File: src/rtl/assert_macros.svh
// Assertion macros for the meter RTL.
// No dependencies; define ASSERT_OFF to compile the checks out.
`ifndef ASSERT_MACROS_SVH
`define ASSERT_MACROS_SVH
`ifndef ASSERT_OFF
// Same-cycle implication, checks off while rst is high.
`define ASSERT_IMPLY(label, clk, rst, a, b) \
  label: assert property (@(posedge clk) disable iff (rst) (a) |-> (b)) \
    else $error("assertion failed: same-cycle implication");
// Next-cycle implication, checks off while rst is high.
`define ASSERT_NEXT(label, clk, rst, a, b) \
  label: assert property (@(posedge clk) disable iff (rst) (a) |=> (b)) \
    else $error("assertion failed: next-cycle implication");
`else
`define ASSERT_IMPLY(label, clk, rst, a, b)
`define ASSERT_NEXT(label, clk, rst, a, b)
`endif
`endif

File: src/rtl/dcbphm_pkg.sv
// Widths, register indexes and reset values for the DC blocker and peak meter.
// No dependencies.
package dcbphm_pkg;

  localparam int ADC_W    = 10;
  localparam int LEVEL_W  = 16;
  localparam int MAG_W    = 15;
  localparam int THR_W    = 15;
  localparam int HOLD_W   = 16;
  localparam int INTEG_W  = 25;
  localparam int DIFF_W   = INTEG_W + 1;
  localparam int LVL_W    = DIFF_W - 8;

  localparam int S_TDATA_W = 16;
  localparam int M_TDATA_W = 24;
  localparam int CFG_IDX_W = 8;
  localparam int CFG_DAT_W = 16;

  localparam logic [CFG_IDX_W-1:0] REG_PEAK_THR = 8'd0;
  localparam logic [CFG_IDX_W-1:0] REG_PEAK_HOLD = 8'd1;
  localparam logic [CFG_IDX_W-1:0] REG_NOM_THR  = 8'd2;
  localparam logic [CFG_IDX_W-1:0] REG_NOM_HOLD = 8'd3;

  localparam logic [THR_W-1:0]  PEAK_THR_RST  = 15'd32000;
  localparam logic [HOLD_W-1:0] PEAK_HOLD_RST = 16'd385;
  localparam logic [THR_W-1:0]  NOM_THR_RST   = 15'd128;
  localparam logic [HOLD_W-1:0] NOM_HOLD_RST  = 16'd1924;

  typedef struct packed {
    logic [THR_W-1:0]  peak_thr;
    logic [HOLD_W-1:0] peak_hold;
    logic [THR_W-1:0]  nom_thr;
    logic [HOLD_W-1:0] nom_hold;
  } meter_cfg_t;

endpackage

File: src/rtl/dc_block_peak_hold_meter.sv
// DC blocking high-pass filter with peak and nominal hold lamps.
// Depends on dcbphm_pkg and assert_macros.svh.
//
//   channel  dir  handshake                    payload
//   s_*      in   s_tvalid / s_tready          s_tdata: adc_sample
//   m_*      out  m_tvalid / m_tready          m_tdata: level, peak, nominal
//   cfg_*    in   cfg_valid / cfg_ready        cfg_index, cfg_data
//
// One word per cycle sustained while the output is not stalled; a word passes
// the input register s0 and then the output register. The filter state and both
// hold counters update together on each advance, closing the integrator feedback loop.
// rst (synchronous) clears the stages, the state and restores register defaults.
// A stalled output holds its word; an empty input register takes one more word,
// then s_tready stays low until the output moves.
`include "assert_macros.svh"

module dc_block_peak_hold_meter #(
  parameter int HPF_SHIFT = 9
) (
  input  logic                                clk,
  input  logic                                rst,
  input  logic                                s_tvalid,
  output logic                                s_tready,
  // [9:0] adc_sample, [15:10] zero
  input  logic [dcbphm_pkg::S_TDATA_W-1:0]    s_tdata,
  output logic                                m_tvalid,
  input  logic                                m_tready,
  // [15:0] filtered_level, [16] peak_lamp, [17] nominal_lamp, [23:18] zero
  output logic [dcbphm_pkg::M_TDATA_W-1:0]    m_tdata,
  input  logic                                cfg_valid,
  output logic                                cfg_ready,
  input  logic [dcbphm_pkg::CFG_IDX_W-1:0]    cfg_index,
  input  logic [dcbphm_pkg::CFG_DAT_W-1:0]    cfg_data
);
  import dcbphm_pkg::*;

  localparam logic [DIFF_W-1:0] SHIFT_RND = DIFF_W'((64'd1 << HPF_SHIFT) - 64'd1);
  localparam logic [DIFF_W-1:0] LVL_RND   = DIFF_W'(255);

  meter_cfg_t cfg;

  logic              s0_valid;
  logic [ADC_W-1:0]  s0_sample;
  logic              adv;

  logic signed [INTEG_W-1:0] integrator;
  logic signed [INTEG_W-1:0] integrator_next;
  logic [HOLD_W-1:0]         peak_count;
  logic [HOLD_W-1:0]         peak_count_next;
  logic [HOLD_W-1:0]         nominal_count;
  logic [HOLD_W-1:0]         nominal_count_next;

  logic signed [LEVEL_W-1:0] x16;
  logic signed [DIFF_W-1:0]  x;
  logic signed [DIFF_W-1:0]  y;
  logic signed [DIFF_W-1:0]  delta;
  logic signed [DIFF_W-1:0]  lvl_full;
  logic signed [LVL_W-1:0]   lvl;
  logic signed [LEVEL_W-1:0] level;
  logic [MAG_W-1:0]          mag;
  logic                      peak_hit;
  logic                      nom_hit;

  assign cfg_ready = 1'b1;
  assign adv       = s0_valid && (!m_tvalid || m_tready);
  assign s_tready  = !s0_valid || adv;

  always_ff @(posedge clk) begin
    if (rst) begin
      cfg.peak_thr  <= PEAK_THR_RST;
      cfg.peak_hold <= PEAK_HOLD_RST;
      cfg.nom_thr   <= NOM_THR_RST;
      cfg.nom_hold  <= NOM_HOLD_RST;
    end else if (cfg_valid) begin
      case (cfg_index)
        REG_PEAK_THR:  cfg.peak_thr  <= cfg_data[THR_W-1:0];
        REG_PEAK_HOLD: cfg.peak_hold <= cfg_data[HOLD_W-1:0];
        REG_NOM_THR:   cfg.nom_thr   <= cfg_data[THR_W-1:0];
        REG_NOM_HOLD:  cfg.nom_hold  <= cfg_data[HOLD_W-1:0];
        default: ;
      endcase
    end
  end

  always_comb begin
    // Center the code: sample*64 - 32768 is the sample with its MSB inverted.
    x16   = {~s0_sample[ADC_W-1], s0_sample[ADC_W-2:0], 6'b0};
    x     = {{(DIFF_W-LEVEL_W-8){x16[LEVEL_W-1]}}, x16, 8'b0};
    y     = x - DIFF_W'(integrator);
    // Round toward zero on both arithmetic shifts.
    delta = $signed(y + (y[DIFF_W-1] ? SHIFT_RND : '0)) >>> HPF_SHIFT;
    integrator_next = integrator + delta[INTEG_W-1:0];
    lvl_full = $signed(y + (y[DIFF_W-1] ? LVL_RND : '0)) >>> 8;
    lvl      = lvl_full[LVL_W-1:0];

    if (!lvl[LVL_W-1] && (lvl[LVL_W-2:LEVEL_W-1] != '0)) begin
      level = 16'sh7FFF;
    end else if (lvl[LVL_W-1] && (lvl[LVL_W-2:LEVEL_W-1] != '1)) begin
      level = -16'sh8000;
    end else begin
      level = lvl[LEVEL_W-1:0];
    end

    if (level == -16'sh8000) begin
      mag = '1;
    end else if (level[LEVEL_W-1]) begin
      mag = MAG_W'(-level);
    end else begin
      mag = level[MAG_W-1:0];
    end

    peak_hit = mag >= cfg.peak_thr;
    nom_hit  = mag >= cfg.nom_thr;

    if (peak_hit) begin
      peak_count_next = cfg.peak_hold;
    end else if (peak_count != '0) begin
      peak_count_next = peak_count - 1'b1;
    end else begin
      peak_count_next = '0;
    end

    if (nom_hit) begin
      nominal_count_next = cfg.nom_hold;
    end else if (nominal_count != '0) begin
      nominal_count_next = nominal_count - 1'b1;
    end else begin
      nominal_count_next = '0;
    end
  end

  always_ff @(posedge clk) begin
    if (rst) begin
      s0_valid      <= 1'b0;
      m_tvalid      <= 1'b0;
      integrator    <= '0;
      peak_count    <= '0;
      nominal_count <= '0;
    end else begin
      if (s_tready) begin
        s0_valid <= s_tvalid;
      end
      if (adv) begin
        m_tvalid      <= 1'b1;
        integrator    <= integrator_next;
        peak_count    <= peak_count_next;
        nominal_count <= nominal_count_next;
      end else if (m_tready) begin
        m_tvalid <= 1'b0;
      end
    end
  end

  // Payload registers: load the input word on accept, the result on advance.
  always_ff @(posedge clk) begin
    if (s_tvalid && s_tready) begin
      s0_sample <= s_tdata[ADC_W-1:0];
    end
    if (adv) begin
      m_tdata <= {6'b0, (nominal_count_next != '0), (peak_count_next != '0), level};
    end
  end

  `ASSERT_NEXT(a_reset_empty, clk, 1'b0, rst, !s0_valid && !m_tvalid)
  `ASSERT_NEXT(a_s0_hold, clk, rst, s0_valid && !adv, s0_valid && $stable(s0_sample))
  `ASSERT_NEXT(a_state_hold, clk, rst, !adv,
               $stable(integrator) && $stable(peak_count) && $stable(nominal_count))
  `ASSERT_NEXT(a_peak_lamp, clk, rst, adv && peak_hit && (cfg.peak_hold != '0),
               m_tvalid && m_tdata[LEVEL_W])
  `ASSERT_NEXT(a_nom_lamp, clk, rst, adv && !nom_hit && (nominal_count > 16'd1),
               m_tvalid && m_tdata[LEVEL_W+1])

endmodule

File: config.mk
export PLATFORM = sky130hd
export DESIGN_NAME = dc_block_peak_hold_meter
export DESIGN_NICKNAME = d
export VERILOG_FILES = /design/src/rtl/dcbphm_pkg.sv /design/src/rtl/dc_block_peak_hold_meter.sv
export VERILOG_INCLUDE_DIRS = /design/src /design/src/rtl
export SDC_FILE = /design/constraint.sdc
export NUM_CORES = 1
export LEC_CHECK = 0
export BUFFER_PORTS_ARGS = -buffer_cell sky130_fd_sc_hd__buf_2
export CORE_AREA = 2 2 176 178
export CTS_CLUSTER_DIAMETER = 50
export DETAILED_ROUTE_END_ITERATION = 8
export DIE_AREA = 0 0 178 180
export GPL_ROUTABILITY_DRIVEN = 0
export PLACE_DENSITY = 0.61
export SLEW_MARGIN = 20
export SYNTH_ARGS = -nofsm -noshare
export SYNTH_HDL_FRONTEND = slang
export SYNTH_SLANG_ARGS = --single-unit
File: constraint.sdc
create_clock -name clk -period 11.25 [get_ports clk]
set_input_delay 2.25 -clock clk [delete_from_list [all_inputs] [get_ports clk]]
set_output_delay 2.25 -clock clk [all_outputs]
set_load 0.01 [all_outputs]
==> out/metrics.yaml, run 1 <==
overflow: 0
drtIter0Drc: 698
clockRootBuffer: "clkbuf_16"
max_slew_margin_pct: 25.7
fin_cells: 1712
wl_per_cell_um: 15.7
h-tree-depth: 4
cp_slowest_cell: "or4_1"
path_common_cell: "a21o_1"
synth-adder-area-share_pct: 8.58
ys_async_sr_fraction_pct: 0
synth_top_area_cell: "dfxtp_1"
vias_per_cell: 5.36
cts_inserted_buffers: 17
drc: 0
hold_path_class: "reg -> reg"
coreArea_sq_mm: 0.0302
r2r_setup_slack_ns: 1.62
dp_hpwl_mm: 18.8
dr_total_vias: 9168
num_io_pins: 72
yosysWarnings: 0
io_buffer_count: 58
yosysSeqAreaShare_pct: 31.2
p_per_area_mw_per_mm2: 241
synth_mux_area_share_pct: 4.73
ctsHoldBuffers: 0
crit_required_ns: 11.57
worstMarginPinSlew_ns: 1.11
most-common-layout-cells: "nor2_1, dfxtp_1, nand2_1, a21oi_1, ha_1"
synth_ff_type: "dfxtp_1"
layout.nets: 1419
area.growth.synth_to_final_pct: 11.6
antenna_cells: 0
max_cap_violations: 0
cts_tree: "yes"
postSynthAreaPerCell_sq_um: 8.16
grt_setup_unrepaired: "false"
switchingPower_mw: 1.23
dieWidth_um: 178
finalInstanceArea_sq_mm: 0.0117
grt_pass1_vias: 8446
hold_viol_final: 0
syn_area_sq_mm: 0.0104
swShare_pct: 43.8
die_area_sq_mm: 0.0320
antenna_found_initial: 0
synth-simple-area-share_pct: 23.2
final_common_cell: "nor2_1"
synth.top_cell.area_share_pct: 23.2
crit_path_start_kind: "flip-flop"
path_max_fanout: 38
setup_tns_ns: 0
comb_power_share_pct: 56.1
grt_pass1_wl_mm: 43.8
grt_max_degree: 99
numClockSinks: 149
clockPowerShare_pct: 20.9
cts_buffer_depth: 2
synth-xor-area-share_pct: 7.13
synth_cells: 1280
rows: 64
ir_worst_vdd_v: 0.000137
timing.fmax_mhz: 104
dpl-instance-area_sq_mm: 0.0110
critPathArrivalTime_ns: 9.95
synth_edf_count: 28
internal_power_mw: 1.58
slew_viol_final: 0
hold-worst-slack_ns: 0.470
setup_viol: 0
ant_nets: 0
synth_compound_area_share_pct: 19.7
clk_pin_slew_ns: 0.07
outcome: "finished clean"
post_synth_num_cell_types: 90
post_cts_buffers: 0
insertion_delay_ns: 0.44
cp-end-kind: "flip-flop"
slowest_delay_ns: 0.67
drt_wl_total_mm: 26.8
synth_top_family_by_area: "simple AND/OR/NAND/NOR gates"
p_seq_share_pct: 23.0
p_leak_nw: 4.77
drive_gt1_share_pct: 11.5
fin_crit_ns: 9.63
finClkSkew_ns: 0.0135
dp.cells: 1678
synthTopCellsByArea: "dfxtp_1, ha_1, edfxtp_1"
cts_resized: 0
die_y_um: 180
drtPass1Iterations: 6
initial_core_util_pct: 34.6
synth-seq-cells: 149
track_usage_pct: 17.0
min_period_over_period_pct: 85.6
worstSetupPathType: "reg -> reg"
==> flip-flops by register name, summed over array words and instances, names as in the netlist <==
register       flops
s0_sample         10
m_tvalid           1
integrator        25
peak_count        16
s0_valid           1
nominal_count     16
cfg               62
m_tdata           18
==> layout make-up <==
class / instances / area (sq um)
Fill cell: 3083 / 18500
Clock inverter: 12 / 140
Tap cell: 396 / 495
Timing Repair Buffer: 69 / 387
Clock buffer: 20 / 457
Multi-Input combinational cell: 1000 / 6660
Inverter: 66 / 248
Sequential cell: 149 / 3260
==> cell usage after synthesis, drive strengths merged, types with 3 or more instances <==
library cell	number
nor3	55
o31a	3
nand2b	20
buf	19
mux2i	46
o31ai	5
or4b	5
a211o	18
nor4	15
a21oi	109
a21o	30
nand3b	4
or3	14
and4	3
o21ai	51
a31o	3
nand4	13
dfxtp	121
xnor2	52
nor2b	13
ha	70
or2	7
inv	65
nor4b	7
nor3b	4
and3	7
edfxtp	28
a41o	3
nand2	114
mux2	3
xor2	33
nand3	20
nor2	147
o21a	6
and2	11
or4	14
o211ai	12
a211oi	34
clkbuf	51
a31oi	10
==> layer usage <==
layer  track usage [%]  routed length, um  vias to the layer above  share of wire, %
li1                  -                  -                     4614                 -
met5                 0                  0                        -                 0
met2              25.4              11900                      196                44
met3              2.64               1150                       40               4.3
met4              6.52                703                        0               2.6
met1              24.4              13100                     4318                49
==> power groups by stage <==
stage / clock [mW] / sequential [mW] / combinational, mW
5_1_grt: 0.620 / 0.653 / 1.77
2_1_floorplan: 0 / 0.647 / 1.23
3_5_place_dp: 0 / 0.655 / 1.55
4_1_cts: 0.600 / 0.646 / 1.56
6_report: 0.588 / 0.646 / 1.58
3_3_place_gp: 0 / 0.656 / 1.53
==> path summary, 6_finish.rpt <==
kind	start	endpoint	cells after the start
max	integrator[1]	peak_count[10]	35
min	cfg[23]	cfg[23]	1
max reg2reg	integrator[1]	peak_count[10]	35
min reg2reg	cfg[23]	cfg[23]	1
==> critical path, delay by kind of cell, from the launching register on <==
| kind | cells | cell delay, ns |
|---|---|---|
| compound gates | 18 | 4.57 |
| fa+ha+maj | 3 | 0.95 |
| buf+inv | 3 | 0.66 |
| flops | 1 | 0.37 |
| mux | 1 | 0.30 |
| simple gates | 10 | 2.60 |
==> cells by family after synthesis <==
family,after synthesis
DFF,149
other,2
muxes,49
adders and majority gates,71
and+or+nand+nor,480
AOI/OAI and AO/OA,308
buffers and inverters,136
xor gates and xnor gates,85
==> metrics by stage <==
stage / setup WS, ns / utilization (%) / power [mW]
after floorplan: 3.31 / - / 1.88
after global placement: 1.88 / 36.5 / 2.19
after detailed placement: 1.84 / 36.5 / 2.20
after CTS: 1.76 / 38.5 / 2.81
after global routing: 0.789 / 38.6 / 3.04
final: 1.62 / 38.6 / 2.81
Note: power is estimated with default switching activity, not from simulation.
==> run 2, diff against run 1 <==
- MAX_ROUTING_LAYER: default -> met4
==> out/metrics.yaml, run 2 (synthesis results as in run 1) <==
outcome: "finished clean"
io_buffer_count: 58  # unchanged
final_common_cell: "nor2_1"
grt_pass1_vias: 8441  # -0.059%
overflow: 0  # unchanged
cts_buffer_depth: 2  # unchanged
largest_reg_flops: 62  # unchanged
coreArea_sq_mm: 0.0302  # unchanged
dpl-instance-area_sq_mm: 0.0110  # unchanged
cts_resized: 0  # unchanged
crit_required_ns: 11.57  # about the same
reg_top3: "cfg x62, integrator x25, m_tdata x18"
antenna_cells: 0  # unchanged
critPathArrivalTime_ns: 9.90  # -0.05 ns
crit_path_start_kind: "flip-flop"
insertion_delay_ns: 0.44  # about the same
layout.nets: 1419  # unchanged
slowest_delay_ns: 0.67  # about the same
worstSetupPathType: "reg -> reg"
slew_viol_final: 0  # unchanged
seqCellArea_sq_mm: 0.00326  # unchanged
cp-end-kind: "flip-flop"
track_usage_pct: 17.5  # +0.51 points
ant_nets: 0  # unchanged
max_slew_margin_pct: 28.6  # +2.9 points
worstMarginPinSlew_ns: 1.07  # -0.0432 ns
internal_power_mw: 1.58  # about the same
grt_max_degree: 99  # unchanged
worstHoldEndpoint: "cfg[23]"
min_period_over_period_pct: 85.2  # -0.43 points
drtIter0Drc: 701  # +0.43%
n_fill_cell: 3083  # unchanged
dp_hpwl_mm: 18.8  # unchanged
clk_pin_slew_ns: 0.07  # about the same
switchingPower_mw: 1.23  # -0.28%
min_from: "cfg[23]"
cp_slowest_cell: "or4_1"
r2r_setup_slack_ns: 1.67  # +0.05 ns
path_max_fanout: 38  # unchanged
largest_register: "cfg"
wl_per_cell_um: 15.6  # -0.27%
rows: 64  # unchanged
finalInstanceArea_sq_mm: 0.0117  # unchanged
timing.rr.start: "integrator[1]"
cts_inserted_buffers: 17  # unchanged
dieWidth_um: 178  # unchanged
hold_path_class: "reg -> reg"
die_y_um: 180  # unchanged
finClkSkew_ns: 0.0138  # +0.000271 ns
most-common-layout-cells: "nor2_1, dfxtp_1, nand2_1, a21oi_1, ha_1"
drive_gt1_share_pct: 11.5  # unchanged
grt_setup_unrepaired: "false"
cts_tree: "yes"
vias_per_cell: 5.36  # +0.17%
grt_pass1_wl_mm: 43.9  # about the same
regToRegEndpoint: "peak_count[10]"
swShare_pct: 43.7  # -0.068 points
dr_total_vias: 9184  # +0.17%
multiInputGateArea_sq_mm: 0.00666  # unchanged
path_common_cell: "a21o_1"
hold_path_depth: 1  # unchanged
timing.fmax_mhz: 104  # +0.51%
die_area_sq_mm: 0.0320  # unchanged
antenna_found_initial: 0  # unchanged
p_leak_nw: 4.77  # unchanged
num_io_pins: 72  # unchanged
utilization_pct: 38.6  # unchanged
setup_viol: 0  # unchanged
comb_power_share_pct: 56.1  # about the same
clockRootBuffer: "clkbuf_16"
p_seq_share_pct: 23.0  # about the same
fin_crit_ns: 9.58  # -0.0485 ns
area.growth.synth_to_final_pct: 11.6  # unchanged
drt_wl_total_mm: 26.8  # -0.27%
max_cap_violations: 0  # unchanged
clockPowerShare_pct: 20.9  # about the same
numClockSinks: 149  # unchanged
drc: 0  # unchanged
setup_tns_ns: 0  # unchanged
p_per_area_mw_per_mm2: 241  # -0.13%
ir_worst_vdd_v: 0.000136  # -0.61%
r2r_cells: 35  # unchanged
post_cts_buffers: 0  # unchanged
drtPass1Iterations: 5  # -1
hold_viol_final: 0  # unchanged
ctsHoldBuffers: 0  # unchanged
initial_core_util_pct: 34.6  # unchanged
h-tree-depth: 4  # unchanged
-- run 2: cell type report --
cell class | count | area share, %
Multi-Input combinational cell | 1000 | 57.2
Sequential cell | 149 | 28.0
Tap cell | 396 | 4.25
Clock buffer | 20 | 3.92
Timing Repair Buffer | 69 | 3.32
Inverter | 66 | 2.13
Clock inverter | 12 | 1.20
-- run 2: per-layer routing --
metal	wire length (um)	GRT usage, %	vias to the layer above	part of all wire [%]
li1	-	-	4615	-
met1	13100	24.4	4319	49
met2	11800	25.5	209	44
met3	1180	2.64	41	4.4
met4	719	6.52	0	2.7
met5	0	-	-	0
-- run 2: worst max-delay path: cells and delay by family, from the launching register on --
kind                     cells  cell delay [ns]
AO/OA/AOI/OAI               18             4.56
adder cells (fa/ha/maj)      3             0.93
buffers and inverters        3             0.67
flip-flops                   1             0.37
multiplexers                 1             0.30
AND/OR/NAND/NOR             10             2.59
-- run 2: how the worst max path moves through the flow --
stage | slack, ns | to | from
3_3_place_gp | 1.88 | peak_count[10] | integrator[1]
5_1_grt | 0.78 | peak_count[5] | integrator[1]
3_5_place_dp | 1.84 | peak_count[5] | integrator[1]
2_1_floorplan | 3.31 | m_tdata[16] | integrator[18]
6_report | 1.67 | peak_count[10] | integrator[1]
4_1_cts | 1.76 | peak_count[10] | integrator[1]
-- run 2: power groups by stage --
stage / Combinational [mW] / Sequential [mW] / Clock, mW
2_1_floorplan: 1.23 / 0.647 / 0
3_3_place_gp: 1.53 / 0.656 / 0
3_5_place_dp: 1.55 / 0.655 / 0
4_1_cts: 1.56 / 0.646 / 0.600
5_1_grt: 1.77 / 0.653 / 0.620
6_report: 1.57 / 0.646 / 0.587
-- run 2: through the flow --
step	total power, mW	hold slack [ns]	std cells	worst slack, ns
floorplan	1.88	0.435	1285	3.31
global placement	2.19	0.448	1678	1.88
detailed placement	2.20	0.464	1678	1.84
CTS	2.81	0.479	1710	1.76
global route	3.04	0.486	1712	0.778
finish	2.81	0.470	1712	1.67
